===== config.mk =====
export PLATFORM = sky130hd
export DESIGN_NAME = olst_engine
export DESIGN_NICKNAME = d
export VERILOG_FILES = /design/src/design/olst_pkg.sv /design/src/design/olst_engine.sv
export SDC_FILE = /design/constraint.sdc
export NUM_CORES = 1
export LEC_CHECK = 0
export ABC_CLOCK_PERIOD_IN_PS = 4300
export BUFFER_PORTS_ARGS = -buffer_cell sky130_fd_sc_hd__buf_2
export CAP_MARGIN = 10
export CELL_PAD_IN_SITES_DETAIL_PLACEMENT = 0
export CELL_PAD_IN_SITES_GLOBAL_PLACEMENT = 1
export CORE_ASPECT_RATIO = 1.4
export CORE_MARGIN = 2
export CORE_UTILIZATION = 40
export DETAILED_ROUTE_END_ITERATION = 7
export GPL_TIMING_DRIVEN = 0
export PLACE_DENSITY = 0.85
export REMOVE_ABC_BUFFERS = 1
export SLEW_MARGIN = 20
export SYNTH_ARGS = -nofsm -noshare
export SYNTH_HDL_FRONTEND = slang
export SYNTH_SLANG_ARGS = --single-unit

===== constraint.sdc =====
create_clock -name clk -period 4.3 [get_ports clk]
set_input_delay 0.215 -clock clk [delete_from_list [all_inputs] [get_ports clk]]
set_output_delay 0.215 -clock clk [all_outputs]
set_load 0.02 [all_outputs]

===== src/design/olst_pkg.sv =====
// Shared types and codes for the ordered list store.
`timescale 1ns / 1ps

package olst_pkg;

  typedef enum logic [2:0] {
    OP_INSERT  = 3'd0,
    OP_DEL_POS = 3'd1,
    OP_DEL_VAL = 3'd2,
    OP_MODIFY  = 3'd3,
    OP_READ    = 3'd4
  } opcode_t;

  typedef enum logic [1:0] {
    ST_OK      = 2'd0,
    ST_BAD_POS = 2'd1,
    ST_FULL    = 2'd2
  } status_t;

  typedef enum logic [1:0] {
    S_IDLE,
    S_READ,
    S_RUN,
    S_DONE
  } state_t;

endpackage


===== src/design/olst_engine.sv =====
// Operation sequencer: decode, shift/compact loop over the RAM, result register.
`timescale 1ns / 1ps

module olst_engine
  import olst_pkg::*;
#(
  parameter int CAPACITY      = 256,
  parameter int ELEMENT_WIDTH = 32,
  localparam int AW = (CAPACITY > 1) ? $clog2(CAPACITY) : 1,
  localparam int CW = $clog2(CAPACITY + 1)
) (
  input  logic                     clk,
  input  logic                     rst,
  input  logic                     in_valid,
  output logic                     in_stall,
  input  logic [2:0]               opcode,
  input  logic [7:0]               position,
  input  logic signed [31:0]       value,
  output logic                     out_valid,
  input  logic                     out_stall,
  output logic [1:0]               status,
  output logic signed [31:0]       read_value,
  output logic [8:0]               length,
  output logic                     mem_we,
  output logic [AW-1:0]            mem_waddr,
  output logic [ELEMENT_WIDTH-1:0] mem_wdata,
  output logic                     mem_re,
  output logic [AW-1:0]            mem_raddr,
  input  logic [ELEMENT_WIDTH-1:0] mem_rdata
);

  localparam int PW = (CW > 8) ? CW : 8;

  state_t state, state_next;

  logic [CW-1:0]            count;
  logic [2:0]               op_r;
  logic [AW-1:0]            pos_r;
  logic [ELEMENT_WIDTH-1:0] val_r;
  logic [AW-1:0]            src;
  logic [AW-1:0]            stop;
  logic                     more;
  logic                     rv;
  logic [AW-1:0]            rsrc;
  logic [CW-1:0]            wptr;
  status_t                  res_status;
  logic [31:0]              res_rd;

  // input value trimmed or zero-extended to element width
  logic [ELEMENT_WIDTH+31:0] vext;
  logic [ELEMENT_WIDTH-1:0]  elem_in;
  logic [ELEMENT_WIDTH+31:0] rext;
  logic [CW+8:0]             cext;

  assign vext    = {{ELEMENT_WIDTH{1'b0}}, value};
  assign elem_in = vext[ELEMENT_WIDTH-1:0];
  assign rext    = {32'd0, mem_rdata};
  assign cext    = {9'd0, count};

  // accept-time decode
  logic [PW-1:0] pos_w, cnt_w;
  logic          pos_lt, pos_le, pos_last, pos_end;
  status_t       acc_status;
  logic          acc_shift, acc_read, acc_write, acc_inc, acc_dec;
  logic [AW-1:0] acc_src, acc_stop;
  logic          accept, out_load, finish, keep;

  assign pos_w    = PW'(position);
  assign cnt_w    = PW'(count);
  assign pos_lt   = pos_w < cnt_w;
  assign pos_le   = pos_w <= cnt_w;
  assign pos_end  = pos_w == cnt_w;
  assign pos_last = (pos_w + PW'(1)) == cnt_w;
  assign accept   = (state == S_IDLE) && in_valid;
  assign out_load = (state == S_DONE) && (!out_valid || !out_stall);
  assign finish   = (state == S_RUN) && !more && !rv;
  assign keep     = mem_rdata != val_r;

  always_comb begin
    acc_status = ST_OK;
    acc_shift  = 1'b0;
    acc_read   = 1'b0;
    acc_write  = 1'b0;
    acc_inc    = 1'b0;
    acc_dec    = 1'b0;
    acc_src    = AW'(position);
    acc_stop   = AW'(position);
    case (opcode)
      OP_INSERT: begin
        if (!pos_le) begin
          acc_status = ST_BAD_POS;
        end else if (count == CW'(CAPACITY)) begin
          acc_status = ST_FULL;
        end else if (pos_end) begin
          acc_write = 1'b1;
          acc_inc   = 1'b1;
        end else begin
          acc_shift = 1'b1;
          acc_src   = AW'(count - CW'(1));
        end
      end
      OP_DEL_POS: begin
        if (!pos_lt) begin
          acc_status = ST_BAD_POS;
        end else if (pos_last) begin
          acc_dec = 1'b1;
        end else begin
          acc_shift = 1'b1;
          acc_src   = AW'(position) + AW'(1);
          acc_stop  = AW'(count - CW'(1));
        end
      end
      OP_DEL_VAL: begin
        if (count != '0) begin
          acc_shift = 1'b1;
          acc_src   = '0;
          acc_stop  = AW'(count - CW'(1));
        end
      end
      OP_MODIFY: begin
        if (!pos_lt) begin
          acc_status = ST_BAD_POS;
        end else begin
          acc_write = 1'b1;
        end
      end
      OP_READ: begin
        if (!pos_lt) begin
          acc_status = ST_BAD_POS;
        end else begin
          acc_read = 1'b1;
        end
      end
      default: begin
        acc_status = ST_BAD_POS;
      end
    endcase
  end

  // next state
  always_comb begin
    state_next = state;
    case (state)
      S_IDLE: begin
        if (in_valid) begin
          if (acc_shift) begin
            state_next = S_RUN;
          end else if (acc_read) begin
            state_next = S_READ;
          end else begin
            state_next = S_DONE;
          end
        end
      end
      S_READ: state_next = S_DONE;
      S_RUN: begin
        if (finish) begin
          state_next = S_DONE;
        end
      end
      S_DONE: begin
        if (out_load) begin
          state_next = S_IDLE;
        end
      end
      default: state_next = S_IDLE;
    endcase
  end

  // handshake and RAM port control
  always_comb begin
    in_stall  = 1'b1;
    mem_we    = 1'b0;
    mem_waddr = AW'(position);
    mem_wdata = elem_in;
    mem_re    = 1'b0;
    mem_raddr = AW'(position);
    case (state)
      S_IDLE: begin
        in_stall = 1'b0;
        mem_we   = in_valid && acc_write;
        mem_re   = in_valid && acc_read;
      end
      S_RUN: begin
        mem_re    = more;
        mem_raddr = src;
        if (rv) begin
          mem_wdata = mem_rdata;
          case (op_r)
            OP_INSERT: begin
              mem_we    = 1'b1;
              mem_waddr = rsrc + AW'(1);
            end
            OP_DEL_POS: begin
              mem_we    = 1'b1;
              mem_waddr = rsrc - AW'(1);
            end
            OP_DEL_VAL: begin
              mem_we    = keep;
              mem_waddr = AW'(wptr);
            end
            default: mem_we = 1'b0;
          endcase
        end else if (!more && (op_r == OP_INSERT)) begin
          // shift done: drop the new element into the gap
          mem_we    = 1'b1;
          mem_waddr = pos_r;
          mem_wdata = val_r;
        end
      end
      default: in_stall = 1'b1;
    endcase
  end

  always_ff @(posedge clk) begin
    if (rst) begin
      state     <= S_IDLE;
      count     <= '0;
      more      <= 1'b0;
      rv        <= 1'b0;
      out_valid <= 1'b0;
    end else begin
      state <= state_next;
      rv    <= (state == S_RUN) && more;
      if (accept) begin
        more <= acc_shift;
        if (acc_inc) begin
          count <= count + CW'(1);
        end else if (acc_dec) begin
          count <= count - CW'(1);
        end
      end else if ((state == S_RUN) && more && (src == stop)) begin
        more <= 1'b0;
      end
      if (finish) begin
        case (op_r)
          OP_INSERT:  count <= count + CW'(1);
          OP_DEL_POS: count <= count - CW'(1);
          default:    count <= wptr;
        endcase
      end
      if (out_load) begin
        out_valid <= 1'b1;
      end else if (!out_stall) begin
        out_valid <= 1'b0;
      end
    end
  end

  // payload registers
  always_ff @(posedge clk) begin
    if (accept) begin
      op_r       <= opcode;
      pos_r      <= AW'(position);
      val_r      <= elem_in;
      src        <= acc_src;
      stop       <= acc_stop;
      wptr       <= '0;
      res_status <= acc_status;
      res_rd     <= '0;
    end
    if ((state == S_RUN) && more) begin
      src <= (op_r == OP_INSERT) ? src - AW'(1) : src + AW'(1);
    end
    rsrc <= src;
    if ((state == S_RUN) && rv && (op_r == OP_DEL_VAL) && keep) begin
      wptr <= wptr + CW'(1);
    end
    if (state == S_READ) begin
      res_rd <= rext[31:0];
    end
    if (out_load) begin
      status     <= res_status;
      read_value <= res_rd;
      length     <= cext[8:0];
    end
  end

endmodule


==> impl_metrics.json, run 1 <==
{
  "outcome": "completed",
  "gp_congestion": 0.950,
  "synth_top_family_by_area": "simple AND/OR/NAND/NOR gates",
  "core-area_mm2": 0.0233,
  "cts_tree": "built",
  "synth_most_common_cell": "edfxtp_1",
  "crit_path_max_fanout": 9,
  "crit_path_max_incr_delay_ns": 0.54,
  "fp-row-count": 66,
  "yosys_warnings": 0,
  "regToRegSetupSlack_ns": 0.56,
  "crit_chain": "nor2_1, and2_1, ha_1, a21o_1, a21oi_1, o21bai_1, a21oi_1, xnor2_1, nand2_1, a21oi_1, buf_2",
  "max_freq_mhz": 261,
  "worstPathRequired_ns": 4.09,
  "crit_top_cell": "a21oi_1",
  "setup_viol": 0,
  "reg2reg_to": "stop[4]",
  "min_period_ns": 3.83,
  "grtUsageTotal_pct": 22.0,
  "drive_gt1_share_pct": 22.3,
  "synthSimpleGateAreaFrac_pct": 16.3,
  "netlist_top_cells_area": "edfxtp_1 (46%), xor2_1 (4.7%), dfxtp_1 (4.6%)",
  "numCtsBuffers": 17,
  "min_from": "out_stall",
  "period_share_pct": 89.0,
  "synthArstFlopShare_pct": 0,
  "portBuffers": 173,
  "nNetsFinal": 1181,
  "via_per_inst": 5.58,
  "gr-total-overflow": 0,
  "ys_seq_area_share_pct": 50.6,
  "ys_seq_elements": 167,
  "grt_max_degree": 59,
  "maxCapViolations": 0,
  "finalHoldViolCount": 0,
  "fp.dieArea_mm2": 0.0250,
  "vias": 7760,
  "synth_cells": 897,
  "peakVddDrop_mv": 0.312,
  "htree_num_levels": 4,
  "synth_area_leader_cell": "edfxtp_1",
  "synth_area_mm2": 0.00948,
  "hold_end": "out_valid",
  "clk_latency_ns": 0.43,
  "slew_viol_final": 0,
  "yosys-top-cells-count": "edfxtp_1 (145), nor2_1 (79), a21oi_1 (62)",
  "die_h_um": 186,
  "wl_per_cell_um": 19.9,
  "root_buffer": "clkbuf_16",
  "first_iter_violations": 601,
  "regToRegStartpoint": "cnt_w[2]",
  "slew_headroom_pct": 26.7,
  "ctsResizeCount": 0,
  "path_class": "reg2out",
  "synth_compound_area_share_pct": 14.6,
  "crit_start": "op_r[2]",
  "drc": 0,
  "arrival_ns": 3.61,
  "skew_ns": 0.0122,
  "syn_area_per_cell_um2": 10.6,
  "synth_xor_area_share_pct": 7.57,
  "r2r_cells": 9,
  "slowest_stage": "nor2_1",
  "synth_top_area_share_pct": 45.9,
  "grt_pass1_wl_um": 42300,
  "numClockSinks": 167,
  "tightestPinTransition_ns": 1.10,
  "wirelength_um": 27600,
  "io_pins": 174,
  "synthAdderAreaFrac_pct": 4.25,
  "muxShareOfSynthArea_pct": 2.86,
  "rsz0062_at_grt": "no",
  "die_w_um": 134,
  "clkSlewWorstSetupHoldPaths_ns": 0.07,
  "min_path_cells": 3,
  "yosys_most_used_dff": "edfxtp_1",
  "antenna_found_initial": 0,
  "synth_edf_count": 145,
  "fin_util_pct": 49.8,
  "cts_buffer_depth": 2,
  "p_per_area_mw_per_mm2": 600,
  "area_delta_synth_final_pct": 22.4,
  "min_path_type": "in2reg",
  "firstDrtPassIters": 6,
  "start_util_pct": 40.7,
  "grt_pass1_vias": 7668,
  "end_kind": "output port",
  "num_antenna_cells": 0,
  "p_leak_nw": 4.42,
  "worst_setup_path_start_kind": "flop",
  "hpwl_um": 19400,
  "hold_ws_ns": 0.0955,
  "ant_nets": 0,
  "synth_cell_type_count": 73
}
-- state kept, by name, indices dropped and copies added (netlist names), 3 cells and up --
register / count
res_rd: 32
src: 8
pos_r: 8
val_r: 32
read_value: 32
stop: 8
cnt_w: 9
wptr: 9
op_r: 3
rsrc: 8
length: 9
-- what timing repair did --
item | 4_1_cts | 5_1_grt
setup buffers | 0 | 0
setup endpoints to repair | 0 | 0
hold endpoints to repair | 32 | 0
hold buffers | 32 | 0
-- through the flow --
| stage | power [W] | setup slack (ns) | setup TNS, ns | std cells | cell area, µm² |
|---|---|---|---|---|---|
| floorplan | 0.00441 | 0.0792 | 0 | 837 | 9220 |
| global placement | 0.00531 | -1.61 | -85.34 | 1316 | 10500 |
| detailed placement | 0.00546 | 0.608 | 0 | 1326 | 10700 |
| CTS | 0.00698 | 0.503 | 0 | 1390 | 11600 |
| global route | 0.00734 | 0.259 | 0 | 1390 | 11600 |
| finish | 0.00696 | 0.474 | 0 | 1390 | 11600 |
-- worst max-delay path by stage --
stage / endpoint
2_1_floorplan: length[0]
3_3_place_gp: read_value[31]
3_5_place_dp: src[4]
4_1_cts: mem_waddr[5]
5_1_grt: mem_waddr[5]
6_report: mem_waddr[5]
-- cell families (layout without fill, tap and decap cells) --
kind of cell               count (synthesis)  after routing
AOI/OAI and AO/OA                        208            208
xor gates and xnor gates                  82             82
adders and majority gates                 31             31
buffers and inverters                     87            274
DFF                                      167            167
muxes                                     24             24
and+or+nand+nor                          298            298
-- layout make-up --
class	count	area [µm²]
Clock inverter	15	154
Tap cell	306	383
Clock buffer	17	425
Timing Repair Buffer	215	1390
Sequential cell	167	4800
Inverter	27	104
Fill cell	2152	11700
Multi-Input combinational cell	643	4350
-- critical path: cells and delay by family (launching register included) --
family	cells	cell delay (ns)
buffers and inverters	1	0.23
DFF	1	0.43
AOI/OAI and AO/OA	5	1.05
adders and majority gates	1	0.29
and+or+nand+nor	3	1.01
xor gates and xnor gates	1	0.17
-- layer usage --
layer	global-route usage (%)	vias to the layer above	wire, µm
met5	0	-	0
met4	8.93	0	871
met3	4.23	47	1720
met2	39.4	323	14000
met1	25.9	3729	11100
li1	-	3661	-
-- where the power goes --
group          total, W  switching [W]  leakage, nW  internal [W]
Sequential      0.00273       0.000345         1.56       0.00239
Clock           0.00150       0.000720        0.277      0.000775
Combinational   0.00274        0.00174         2.58      0.000996
Total           0.00696        0.00281         4.42       0.00416
-- placed cells by master (no fill, tap or decap), types with 23 or more instances in the layout --
master	n
a21oi_1	62
nand3_1	30
ha_1	27
xnor2_1	31
dlygate4sd3_1	32
edfxtp_1	145
nand2_1	39
inv_1	23
and2_1	38
xor2_1	51
o21ai_0	24
nand2b_1	33
buf_2	175
o31ai_1	43
nor2_1	79
(Power assumes the default switching activity.)
==> run 2: changes to the inputs <==
--- a/config.mk
+++ b/config.mk
@@ -13,9 +13,10 @@
 export CORE_ASPECT_RATIO = 1.4
 export CORE_MARGIN = 2
 export CORE_UTILIZATION = 40
+export CTS_CLUSTER_DIAMETER = 200
 export DETAILED_ROUTE_END_ITERATION = 7
 export GPL_TIMING_DRIVEN = 0
-export PLACE_DENSITY = 0.85
+export PLACE_DENSITY = 0.8
 export REMOVE_ABC_BUFFERS = 1
 export SLEW_MARGIN = 20
 export SYNTH_ARGS = -nofsm -noshare
==> impl_metrics.json, run 2 (synthesis gave the netlist of run 1 again) <==
{
  "outcome": "completed",
  "regToRegStartpoint": "cnt_w[2]",
  "grt_pass1_vias": 7506,
  "nNetsFinal": 1180,
  "wirelength_um": 27500,
  "multi_input_area_mm2": 0.00436,
  "io_pins": 174,
  "maxCapViolations": 0,
  "drive_gt1_share_pct": 22.3,
  "die_w_um": 134,
  "rsz0062_at_grt": "no",
  "crit_path_max_fanout": 12,
  "cp-endpoint": "cnt_w[3]",
  "hpwl_um": 19500,
  "skew_ns": 0.0118,
  "finalHoldViolCount": 0,
  "firstDrtPassIters": 6,
  "area_delta_synth_final_pct": 22.7,
  "end_kind": "flop",
  "via_per_inst": 5.56,
  "grt_max_degree": 59,
  "fp.dieArea_mm2": 0.0250,
  "period_share_pct": 89.2,
  "min_period_ns": 3.84,
  "max_freq_mhz": 261,
  "final_cell_mix": "buf_2 (174), edfxtp_1 (145), nor2_1 (79)",
  "slew_viol_final": 0,
  "worstPathRequired_ns": 4.63,
  "tightestPinTransition_ns": 0.891,
  "root_buffer": "clkbuf_16",
  "p_per_area_mw_per_mm2": 603,
  "min_path_type": "in2reg",
  "cts_hold_buf": 32,
  "ant_nets": 0,
  "drc": 0,
  "fillCellCount": 2151,
  "gp_congestion": 0.898,
  "vias": 7734,
  "dp_slack_ns": 0.590,
  "path_class": "reg2reg",
  "clkSlewWorstSetupHoldPaths_ns": 0.07,
  "clk_latency_ns": 0.42,
  "seqCellArea_mm2": 0.00480,
  "grtUsageTotal_pct": 22.1,
  "antenna_found_initial": 1,
  "die_h_um": 186,
  "cts_buffer_depth": 2,
  "post_cts_buffers": 0,
  "numClockSinks": 167,
  "htree_num_levels": 4,
  "cts_tree": "built",
  "top_regs": "read_value (32), res_rd (32), val_r (32)",
  "hold_ws_ns": 0.101,
  "portBuffers": 173,
  "regToRegSetupSlack_ns": 0.46,
  "arrival_ns": 4.16,
  "grt_pass1_wl_um": 42300,
  "peakVddDrop_mv": 0.284,
  "reg2reg_to": "cnt_w[3]",
  "fp-row-count": 66,
  "crit_start": "cnt_w[2]",
  "worst_setup_path_start_kind": "flop",
  "core-area_mm2": 0.0233,
  "gr-total-overflow": 0,
  "r2r_cells": 10,
  "setup_viol": 0,
  "slew_headroom_pct": 40.0,
  "start_util_pct": 40.7,
  "final_common_cell": "buf_2",
  "first_iter_violations": 637,
  "finalWorstSetupSlack_ns": 0.465,
  "numCtsBuffers": 17,
  "p_leak_nw": 4.45,
  "wl_per_cell_um": 19.8,
  "ctsResizeCount": 0
}
## run 2: changes by cell type in the layout (fill, tap and decap cells not counted), sizes merged
cell	previous run	this run
buf	183	182
bufinv	0	1
clkinv	7	9
clkinvlp	3	0
diode	0	1
## run 2: metal layers
layer | vias up | GRT usage [%] | wire, µm
met2 | 332 | 39.2 | 13900
met1 | 3699 | 27.5 | 11200
met5 | - | 0 | 0
met3 | 36 | 3.33 | 1680
li1 | 3667 | - | -
met4 | 0 | 7.96 | 658
## run 2: worst min path at each step
stage / to / from / slack [ns] / cells after the start
2_1_floorplan: more / rst / 0.28 / 1
3_3_place_gp: read_value[4] / res_rd[4] / 0.40 / 0
3_5_place_dp: read_value[11] / res_rd[11] / 0.40 / 0
4_1_cts: res_rd[20] / mem_rdata[20] / 0.08 / 2
5_1_grt: res_rd[17] / mem_rdata[17] / 0.09 / 2
6_report: res_rd[7] / mem_rdata[7] / 0.10 / 2
## run 2: power breakdown
| part | total [W] | internal, W | switching [W] |
|---|---|---|---|
| logic | 0.00274 | 0.00100 | 0.00174 |
| clock network | 0.00155 | 0.000836 | 0.000711 |
| registers | 0.00273 | 0.00238 | 0.000343 |
| total | 0.00702 | 0.00422 | 0.00280 |
## run 2: layout make-up
cell class | instances | area share (%)
antenna | 1 | 0.0215
clock inverter | 15 | 1.56
timing repair buffer | 214 | 11.9
inverter | 27 | 0.892
tap | 306 | 3.29
sequential | 167 | 41.2
clock buffer | 17 | 3.65
multi-input combinational | 643 | 37.4
## run 2: metrics by stage
stage               cell area (µm²)  cells  TNS, ns  utilization, %  total power (W)
finish                        11600   1390        0            50.0          0.00702
CTS                           11600   1389        0            49.9          0.00704
detailed placement            10700   1325        0            46.0          0.00547
floorplan                      9220    837        0               -          0.00441
global route                  11600   1390        0            50.0          0.00741
global placement              10500   1316   -83.39            44.9          0.00532
## run 2: worst max-delay path, stage by stage (launching register included)
cell	delay (ns)
dfxtp_1	0.71
clkinv_1	0.45
ha_1	0.39
and3_1	0.21
o21ai_0	0.10
a31oi_1	0.37
nor4_1	0.12
a32oi_1	0.62
buf_2	0.33
o21ai_0	0.12
a311oi_1	0.30
